File: src/rtl/core/esd_pkg.sv
package esd_pkg;

   // parse state of the front end
   typedef enum logic [1:0] {
      MODE_PLAIN = 2'd0,
      MODE_ESC   = 2'd1,
      MODE_OCT   = 2'd2,
      MODE_HEX   = 2'd3
   } parse_mode_type;

   // back end: first or second byte of a queued entry
   typedef enum logic {
      BACK_FIRST  = 1'b0,
      BACK_SECOND = 1'b1
   } back_state_type;

   // one or two decoded bytes caused by one request
   typedef struct packed {
      logic       two;
      logic [7:0] second;
      logic [7:0] first;
   } job_type;

   // back end status seen by the top level
   typedef struct packed {
      logic on_second;
      logic pop;
   } back_status_type;

   localparam logic [7:0] CHR_BACKSLASH = 8'h5C;
   localparam logic [7:0] CHR_ZERO      = 8'h30;
   localparam logic [7:0] CHR_SEVEN     = 8'h37;
   localparam logic [7:0] CHR_NINE      = 8'h39;
   localparam logic [7:0] CHR_LOW_A     = 8'h61;
   localparam logic [7:0] CHR_LOW_B     = 8'h62;
   localparam logic [7:0] CHR_LOW_E     = 8'h65;
   localparam logic [7:0] CHR_LOW_F     = 8'h66;
   localparam logic [7:0] CHR_LOW_N     = 8'h6E;
   localparam logic [7:0] CHR_LOW_R     = 8'h72;
   localparam logic [7:0] CHR_LOW_T     = 8'h74;
   localparam logic [7:0] CHR_LOW_V     = 8'h76;
   localparam logic [7:0] CHR_LOW_X     = 8'h78;
   localparam logic [7:0] CHR_UP_A      = 8'h41;
   localparam logic [7:0] CHR_UP_F      = 8'h46;

   localparam logic [7:0] CTL_BEL = 8'h07;
   localparam logic [7:0] CTL_BS  = 8'h08;
   localparam logic [7:0] CTL_ESC = 8'h1B;
   localparam logic [7:0] CTL_FF  = 8'h0C;
   localparam logic [7:0] CTL_LF  = 8'h0A;
   localparam logic [7:0] CTL_CR  = 8'h0D;
   localparam logic [7:0] CTL_HT  = 8'h09;
   localparam logic [7:0] CTL_VT  = 8'h0B;

   localparam logic [1:0] OCT_LAST_COUNT = 2'd2;
   localparam logic [1:0] HEX_LAST_COUNT = 2'd1;

endpackage

File: src/rtl/core/esd_front.sv
module esd_front
   import esd_pkg::*;
(
   input  logic       clock,
   input  logic       reset,
   input  logic       csr_wen,
   input  logic       csr_wdata,
   input  logic       accept,
   input  logic [7:0] in_byte,
   input  logic       end_of_string,
   output logic       push,
   output job_type    job
);

   logic           enabled_ff;
   parse_mode_type mode_ff, mode_in;
   logic [1:0]     count_ff, count_in;
   logic [7:0]     value_ff, value_in;

   logic           digit_ok;
   logic           number_done;
   logic [7:0]     acc;
   logic           hex_ok;
   logic [3:0]     hex_val;
   logic           is_bs;

   always_ff @(posedge clock) begin
      if (reset) begin
         enabled_ff <= 1'b0;
         mode_ff    <= MODE_PLAIN;
         count_ff   <= 2'd0;
         value_ff   <= 8'd0;
      end else begin
         if (csr_wen) begin
            enabled_ff <= csr_wdata;
         end
         mode_ff  <= mode_in;
         count_ff <= count_in;
         value_ff <= value_in;
      end
   end

   // digit decode for octal and hex numbers
   always_comb begin
      is_bs   = (in_byte == CHR_BACKSLASH);
      hex_ok  = 1'b0;
      hex_val = 4'd0;
      if (in_byte >= CHR_ZERO && in_byte <= CHR_NINE) begin
         hex_ok  = 1'b1;
         hex_val = 4'(in_byte - CHR_ZERO);
      end else if (in_byte >= CHR_LOW_A && in_byte <= CHR_LOW_F) begin
         hex_ok  = 1'b1;
         hex_val = 4'(in_byte - CHR_LOW_A + 8'd10);
      end else if (in_byte >= CHR_UP_A && in_byte <= CHR_UP_F) begin
         hex_ok  = 1'b1;
         hex_val = 4'(in_byte - CHR_UP_A + 8'd10);
      end
      if (mode_ff == MODE_OCT) begin
         digit_ok    = (in_byte >= CHR_ZERO) && (in_byte <= CHR_SEVEN);
         acc         = {value_ff[4:0], in_byte[2:0]};
         number_done = (count_ff == OCT_LAST_COUNT);
      end else begin
         digit_ok    = hex_ok;
         acc         = {value_ff[3:0], hex_val};
         number_done = (count_ff == HEX_LAST_COUNT);
      end
   end

   // next parse state
   always_comb begin
      mode_in  = mode_ff;
      count_in = count_ff;
      value_in = value_ff;
      if (accept) begin
         if (!enabled_ff) begin
            mode_in  = MODE_PLAIN;
            count_in = 2'd0;
            value_in = 8'd0;
         end else begin
            case (mode_ff)
               MODE_PLAIN: begin
                  mode_in = (is_bs && !end_of_string) ? MODE_ESC : MODE_PLAIN;
               end
               MODE_ESC: begin
                  mode_in = MODE_PLAIN;
                  if (in_byte == CHR_ZERO) begin
                     count_in = 2'd0;
                     value_in = 8'd0;
                     if (!end_of_string) mode_in = MODE_OCT;
                  end else if (in_byte == CHR_LOW_X) begin
                     count_in = 2'd0;
                     value_in = 8'd0;
                     if (!end_of_string) mode_in = MODE_HEX;
                  end
               end
               default: begin
                  if (!digit_ok) begin
                     mode_in  = (is_bs && !end_of_string) ? MODE_ESC : MODE_PLAIN;
                     count_in = 2'd0;
                     value_in = 8'd0;
                  end else if (number_done || end_of_string) begin
                     mode_in  = MODE_PLAIN;
                     count_in = 2'd0;
                     value_in = 8'd0;
                  end else begin
                     count_in = count_ff + 2'd1;
                     value_in = acc;
                  end
               end
            endcase
         end
         if (end_of_string) begin
            mode_in  = MODE_PLAIN;
            count_in = 2'd0;
            value_in = 8'd0;
         end
      end
   end

   // decoded bytes for this request
   always_comb begin
      push       = 1'b0;
      job.two    = 1'b0;
      job.first  = in_byte;
      job.second = in_byte;
      if (!enabled_ff) begin
         push = 1'b1;
      end else begin
         case (mode_ff)
            MODE_PLAIN: begin
               push = !is_bs || end_of_string;
            end
            MODE_ESC: begin
               push = 1'b1;
               case (in_byte)
                  CHR_BACKSLASH: job.first = CHR_BACKSLASH;
                  CHR_LOW_A:     job.first = CTL_BEL;
                  CHR_LOW_B:     job.first = CTL_BS;
                  CHR_LOW_E:     job.first = CTL_ESC;
                  CHR_LOW_F:     job.first = CTL_FF;
                  CHR_LOW_N:     job.first = CTL_LF;
                  CHR_LOW_R:     job.first = CTL_CR;
                  CHR_LOW_T:     job.first = CTL_HT;
                  CHR_LOW_V:     job.first = CTL_VT;
                  CHR_ZERO: begin
                     push      = end_of_string;
                     job.first = 8'd0;
                  end
                  CHR_LOW_X: begin
                     push      = end_of_string;
                     job.two   = 1'b1;
                     job.first = CHR_BACKSLASH;
                  end
                  default: begin
                     job.two   = 1'b1;
                     job.first = CHR_BACKSLASH;
                  end
               endcase
            end
            default: begin
               if (!digit_ok) begin
                  // number ended early, then the byte is plain text unless it is a backslash that opens a new escape
                  push      = 1'b1;
                  job.first = value_ff;
                  job.two   = !is_bs || end_of_string;
               end else begin
                  push      = number_done || end_of_string;
                  job.first = acc;
               end
            end
         endcase
      end
      push = push && accept;
   end

endmodule

File: src/rtl/core/esd_queue.sv
module esd_queue
   import esd_pkg::*;
#(
   parameter int DEPTH = 2
) (
   input  logic    clock,
   input  logic    reset,
   input  logic    push,
   input  job_type push_job,
   input  logic    pop,
   output job_type head_job,
   output logic    full,
   output logic    empty
);

   localparam int PTR_W = (DEPTH > 1) ? $clog2(DEPTH) : 1;
   localparam int CNT_W = $clog2(DEPTH + 1);
   localparam logic [PTR_W-1:0] LAST_PTR = PTR_W'(DEPTH - 1);
   localparam logic [CNT_W-1:0] FULL_CNT = CNT_W'(DEPTH);

   job_type           mem [DEPTH];
   logic [PTR_W-1:0]  wr_ptr_ff, wr_ptr_in;
   logic [PTR_W-1:0]  rd_ptr_ff, rd_ptr_in;
   logic [CNT_W-1:0]  count_ff, count_in;

   always_comb begin
      wr_ptr_in = wr_ptr_ff;
      rd_ptr_in = rd_ptr_ff;
      count_in  = count_ff;
      if (push) begin
         wr_ptr_in = (wr_ptr_ff == LAST_PTR) ? '0 : wr_ptr_ff + PTR_W'(1);
      end
      if (pop) begin
         rd_ptr_in = (rd_ptr_ff == LAST_PTR) ? '0 : rd_ptr_ff + PTR_W'(1);
      end
      if (push && !pop) begin
         count_in = count_ff + CNT_W'(1);
      end else if (pop && !push) begin
         count_in = count_ff - CNT_W'(1);
      end
   end

   always_ff @(posedge clock) begin
      if (reset) begin
         wr_ptr_ff <= '0;
         rd_ptr_ff <= '0;
         count_ff  <= '0;
      end else begin
         wr_ptr_ff <= wr_ptr_in;
         rd_ptr_ff <= rd_ptr_in;
         count_ff  <= count_in;
      end
   end

   always_ff @(posedge clock) begin
      if (push) begin
         mem[wr_ptr_ff] <= push_job;
      end
   end

   assign head_job = mem[rd_ptr_ff];
   assign full     = (count_ff == FULL_CNT);
   assign empty    = (count_ff == '0);

endmodule

File: src/rtl/core/esd_back.sv
module esd_back
   import esd_pkg::*;
(
   input  logic            clock,
   input  logic            reset,
   input  logic            head_valid,
   input  job_type         head_job,
   input  logic            rsp_tready,
   output logic            rsp_tvalid,
   output logic [7:0]      rsp_tdata,
   output logic            rsp_tlast,
   output back_status_type status
);

   back_state_type state_ff, state_in;
   logic           handshake;

   assign handshake = head_valid && rsp_tready;

   always_ff @(posedge clock) begin
      if (reset) begin
         state_ff <= BACK_FIRST;
      end else begin
         state_ff <= state_in;
      end
   end

   // next state
   always_comb begin
      state_in = state_ff;
      case (state_ff)
         BACK_FIRST: begin
            if (handshake && head_job.two) state_in = BACK_SECOND;
         end
         BACK_SECOND: begin
            if (handshake) state_in = BACK_FIRST;
         end
         default: state_in = BACK_FIRST;
      endcase
   end

   // outputs
   always_comb begin
      rsp_tvalid       = head_valid;
      status.on_second = (state_ff == BACK_SECOND);
      case (state_ff)
         BACK_FIRST: begin
            rsp_tdata = head_job.first;
            rsp_tlast = !head_job.two;
         end
         BACK_SECOND: begin
            rsp_tdata = head_job.second;
            rsp_tlast = 1'b1;
         end
         default: begin
            rsp_tdata = head_job.first;
            rsp_tlast = 1'b1;
         end
      endcase
      status.pop = handshake && rsp_tlast;
   end

endmodule

File: src/rtl/core/escape_sequence_decoder_top.sv
// channel  | direction | tdata / tuser / tlast
// req      | in        | tdata[7:0] in_byte, tlast end_of_string
// rsp      | out       | tdata[7:0] out_byte, tlast last_of_run
// csr      | in        | csr_wdata escapes_enabled, written when csr_wen is high
//
// one request is taken every cycle while the decode queue has room
// a request that decodes to two bytes holds the result side until both bytes are taken
// requests that decode to nothing (backslash, escape prefix, digits) put no entry in the queue
// reset is synchronous and active high: escapes off, plain-text mode, queue empty
// the front parser and the result side stall independently through the queue
module escape_sequence_decoder_top
   import esd_pkg::*;
#(
   parameter int QUEUE_DEPTH = 2
) (
   input  logic       clock,
   input  logic       reset,
   // configuration
   input  logic       csr_wen,
   input  logic       csr_wdata,    // escapes_enabled
   // request channel
   input  logic       req_tvalid,
   output logic       req_tready,
   input  logic [7:0] req_tdata,    // [7:0] in_byte
   input  logic       req_tlast,    // end_of_string
   // result channel
   output logic       rsp_tvalid,
   input  logic       rsp_tready,
   output logic [7:0] rsp_tdata,    // [7:0] out_byte
   output logic       rsp_tlast     // last_of_run
);

   logic            req_accept;
   logic            push;
   job_type         push_job;
   job_type         head_job;
   logic            q_full;
   logic            q_empty;
   back_status_type back_status;

   // front end takes a request whenever the queue has a free slot
   assign req_tready = !q_full;
   assign req_accept = req_tvalid && req_tready;

   // parser: escape state and the escapes_enabled register
   esd_front u_front (
      .clock         (clock),
      .reset         (reset),
      .csr_wen       (csr_wen),
      .csr_wdata     (csr_wdata),
      .accept        (req_accept),
      .in_byte       (req_tdata),
      .end_of_string (req_tlast),
      .push          (push),
      .job           (push_job)
   );

   // decoded entries waiting for the result side
   esd_queue #(
      .DEPTH (QUEUE_DEPTH)
   ) u_queue (
      .clock    (clock),
      .reset    (reset),
      .push     (push),
      .push_job (push_job),
      .pop      (back_status.pop),
      .head_job (head_job),
      .full     (q_full),
      .empty    (q_empty)
   );

   // result side: one or two bytes per entry
   esd_back u_back (
      .clock      (clock),
      .reset      (reset),
      .head_valid (!q_empty),
      .head_job   (head_job),
      .rsp_tready (rsp_tready),
      .rsp_tvalid (rsp_tvalid),
      .rsp_tdata  (rsp_tdata),
      .rsp_tlast  (rsp_tlast),
      .status     (back_status)
   );

   // queue can never look full and empty at once
   a_queue_sane: assert property (@(posedge clock) disable iff (reset)
      !(q_full && q_empty))
      else $error("queue full and empty together");

   // second byte of an entry is only pending while the entry is present
   a_second_has_entry: assert property (@(posedge clock) disable iff (reset)
      back_status.on_second |-> rsp_tvalid)
      else $error("second byte pending with empty queue");

   // a non-final byte of a request is always followed by the rest of that request
   a_run_continues: assert property (@(posedge clock) disable iff (reset)
      (rsp_tvalid && rsp_tready && !rsp_tlast) |=> (rsp_tvalid && back_status.on_second))
      else $error("run cut short");

   // a full queue never takes another entry
   a_no_overflow: assert property (@(posedge clock) disable iff (reset)
      q_full |-> !push)
      else $error("push into full queue");

endmodule
File: config.mk
export PLATFORM = sky130hd
export DESIGN_NAME = escape_sequence_decoder_top
export DESIGN_NICKNAME = d
export VERILOG_FILES = /design/src/rtl/core/esd_pkg.sv /design/src/rtl/core/esd_front.sv /design/src/rtl/core/esd_queue.sv /design/src/rtl/core/esd_back.sv /design/src/rtl/core/escape_sequence_decoder_top.sv
export SDC_FILE = /design/constraint.sdc
export NUM_CORES = 1
export LEC_CHECK = 0
export BUFFER_PORTS_ARGS = -buffer_cell sky130_fd_sc_hd__buf_2
export CORE_ASPECT_RATIO = 0.9
export CORE_MARGIN = 2
export CORE_UTILIZATION = 45
export CTS_CLUSTER_SIZE = 25
export DETAILED_ROUTE_END_ITERATION = 10
export SYNTH_ARGS = -nofsm -noshare
export SYNTH_HDL_FRONTEND = slang
export SYNTH_SLANG_ARGS = --single-unit
File: constraint.sdc
create_clock -name clock -period 4.5 [get_ports clock]
set_input_delay 0.225 -clock clock [delete_from_list [all_inputs] [get_ports clock]]
set_output_delay 0.225 -clock clock [all_outputs]
set_load 0.005 [all_outputs]
==> impl_metrics.ini <==
[outcome]
outcome = completed

[yosys]
yosysUniqueCellTypes = 58
synth-main-ff-cell = edfxtp_1
yosysSeqAreaShare_pct = 47.1
avgSynthCellArea_um2 = 10.4
netlist_top_cells_area = edfxtp_1, dfxtp_1, mux4_2, nor2_1, nand2_1
netlist_instances = 286
async_flop_share_pct = 0
ys.warnings.count = 0
synth_fp_nets = 306
netlist_area_um2 = 2980
synth_top_cell_by_area = edfxtp_1
synth_edf_count = 34
yosysTopAreaCellShare_pct = 34.3
synth_seq_cells = 53

[timing]
skew_ns = 0.0114
hold_violations = 0
drv_slew = 0
fin_crit_ns = 3.00
worst_pin_slew_ns = 0.761
fmax_ghz = 0.333
fin_crit_sh_pct = 66.7
max-slew-margin-rel_pct = 49.3
rsz0062_at_grt = false
setup_viol = 0
setup_tns_ns = 0

[power]
ir_worst_vdd_uv = 142
leakagePower_nw = 1.13
power_density_nw_per_um2 = 389

[setup_path]
critPathMaxFanout = 17
cp.arrival_ns = 2.93
start_kind = flip-flop
setup.worst_path.class = reg2reg
critPathRequiredTime_ns = 4.43
cp-end-kind = flip-flop

[route]
vias = 2218
antenna_left = 0
wl_per_cell_um = 16.7
dr.pass1.iters = 5
drc = 0
viasPerCell = 5.64
finalWirelength_um = 6580
drtIter0Drc = 200

[clocking]
clockBufferDepth = 2
cts_tree = done
cts_hold_buf = 0
h-tree-depth = 2
clk_latency_ns = 0.31
clk_pin_slew_ns = 0.09
root_buffer = clkbuf_8
cts_resized = 0
cts-buffers-inserted = 5
cts_setup_buffers = 0
cts_num_sinks = 53

[finish]
layout-drive-gt1-share_pct = 17.2
fillers = 590
n_antenna_cell = 0
area_growth_pct = 9.04
finalNetCount = 322
finalNonFillerCells = 393

[global_route]
antenna_found_initial = 0
grt-ovfl-total = 0
grt_start_max_net_pins = 22
grt_usage_pct = 18.9
grt_pass1_wl_um = 11000
grt_pass1_vias = 2128

[floorplan]
die_width_um = 89.7
start_util_pct = 45.9
die_y_um = 81.2
ios = 26
fp.coreArea_um2 = 6480
rows = 28
die-area_um2 = 7280

[place]
port_buffers = 25
place.gp.congestion = 0.862
dp.cells = 385
hpwl_um = 4840

[flow_run]
cap_violations = 0

[min_path]
hp-class = in2reg
area by class of cell:
type / count / area, um^2 / share of cell area, %
Multi-Input combinational cell: 209 / 1460 / 45.0
Sequential cell: 53 / 1400 / 43.2
Timing Repair Buffer: 26 / 133 / 4.09
Tap cell: 90 / 113 / 3.47
Clock buffer: 6 / 72.6 / 2.24
Clock inverter: 2 / 38.8 / 1.20
Inverter: 7 / 26.3 / 0.810
per-layer routing:
| metal | track usage [%] | up-vias | wire, um | share of wire, % |
|---|---|---|---|---|
| li1 | - | 1091 | - | - |
| met1 | 25.8 | 1062 | 3100 | 47 |
| met2 | 32.2 | 57 | 3090 | 47 |
| met3 | 2.97 | 8 | 317 | 4.8 |
| met4 | 4.77 | 0 | 74 | 1.1 |
| met5 | 0 | - | 0 | 0 |
power breakdown:
part | switching [mW] | total [mW] | internal, mW
Sequential | 0.0455 | 0.636 | 0.590
Combinational | 0.161 | 0.308 | 0.147
Clock | 0.150 | 0.318 | 0.168
Total | 0.357 | 1.26 | 0.906
worst max-delay path, cell delays in order, from the launching register on:
cell and delay (ns):
dfxtp_1 0.66, nor2b_1 0.60, o21ai_0 0.24, nand4_1 0.13, and3_4 0.21, o31a_4 0.17, and2_1 0.63
cells in the final DEF, fill, tap and decap left out, drive strengths merged, types with 2 or more instances in the layout:
master / count
nor2: 34
edfxtp: 34
nand2: 31
buf: 26
dfxtp: 19
a21oi: 15
mux2i: 11
o21ai: 11
nand2b: 10
mux4: 8
a22oi: 8
inv: 8
a211oi: 6
clkbuf: 6
nor2b: 5
ha: 5
nor3: 5
nand3: 4
and2: 4
nand3b: 4
xor2: 4
o211ai: 3
o22ai: 3
nor3b: 2
nand4bb: 2
nand4b: 2
o221ai: 2
o41ai: 2
nand4: 2
or3: 2
a41oi: 2
or2: 2
o31ai: 2
and3: 2
o31a: 2
flip-flops by register name (all words and copies together) (netlist names), named ones only:
signal              flops
u_back.state_ff         1
u_front.count_ff        2
u_front.enabled_ff      1
u_front.mode_ff         2
u_front.value_ff        8
u_queue.count_ff        2
u_queue.mem            34
u_queue.rd_ptr_ff       1
u_queue.wr_ptr_ff       1
synthesized netlist by cell type (all sizes together) (3+ instances only):
cell and instances:
ha 5, nand2 31, mux2i 11, o22ai 3, nor2b 5, nand3b 4, inv 7, nor3 5
and2 4, mux4 8, o21ai 11, edfxtp 34, clkbuf 7, a21oi 15, dfxtp 19, xor2 4
nor2 34, nand2b 10, a22oi 8, a211oi 6, o211ai 3, buf 10, nand3 4
logic make-up (layout without fill, tap and decap cells):
logic type	Yosys count	count (layout)	synth area share (%)
mux	20	20	10.3
fa+ha+maj	5	5	2.10
flops	53	53	47.1
simple gates	117	117	20.8
compound gates	63	63	14.8
buf+inv	24	41	3.83
xor+xnor	4	4	1.18
through the flow:
stage	power [mW]	setup WS (ns)	area, um^2	hold WS (ns)	utilization, %
floorplan	0.859	1.83	2980	0.324	-
global placement	0.956	1.60	3130	0.458	48.4
detailed placement	0.959	1.54	3130	0.472	48.4
CTS	1.28	1.52	3250	0.154	50.1
global route	1.34	1.24	3250	0.156	50.1
finish	1.26	1.50	3250	0.159	50.1
final timing paths:
kind,from,endpoint,slack [ns],cells after the start
worst max-delay path,u_front.mode_ff[1],u_queue.mem[1][1],1.50,6
worst max register to register,u_front.mode_ff[1],u_queue.mem[1][1],1.50,6
worst min register to register,u_front.count_ff[1],u_front.count_ff[1],0.51,1
worst min-delay path,csr_wdata,u_front.enabled_ff,0.16,3
No activity file was read; power rests on OpenSTA's default activity.
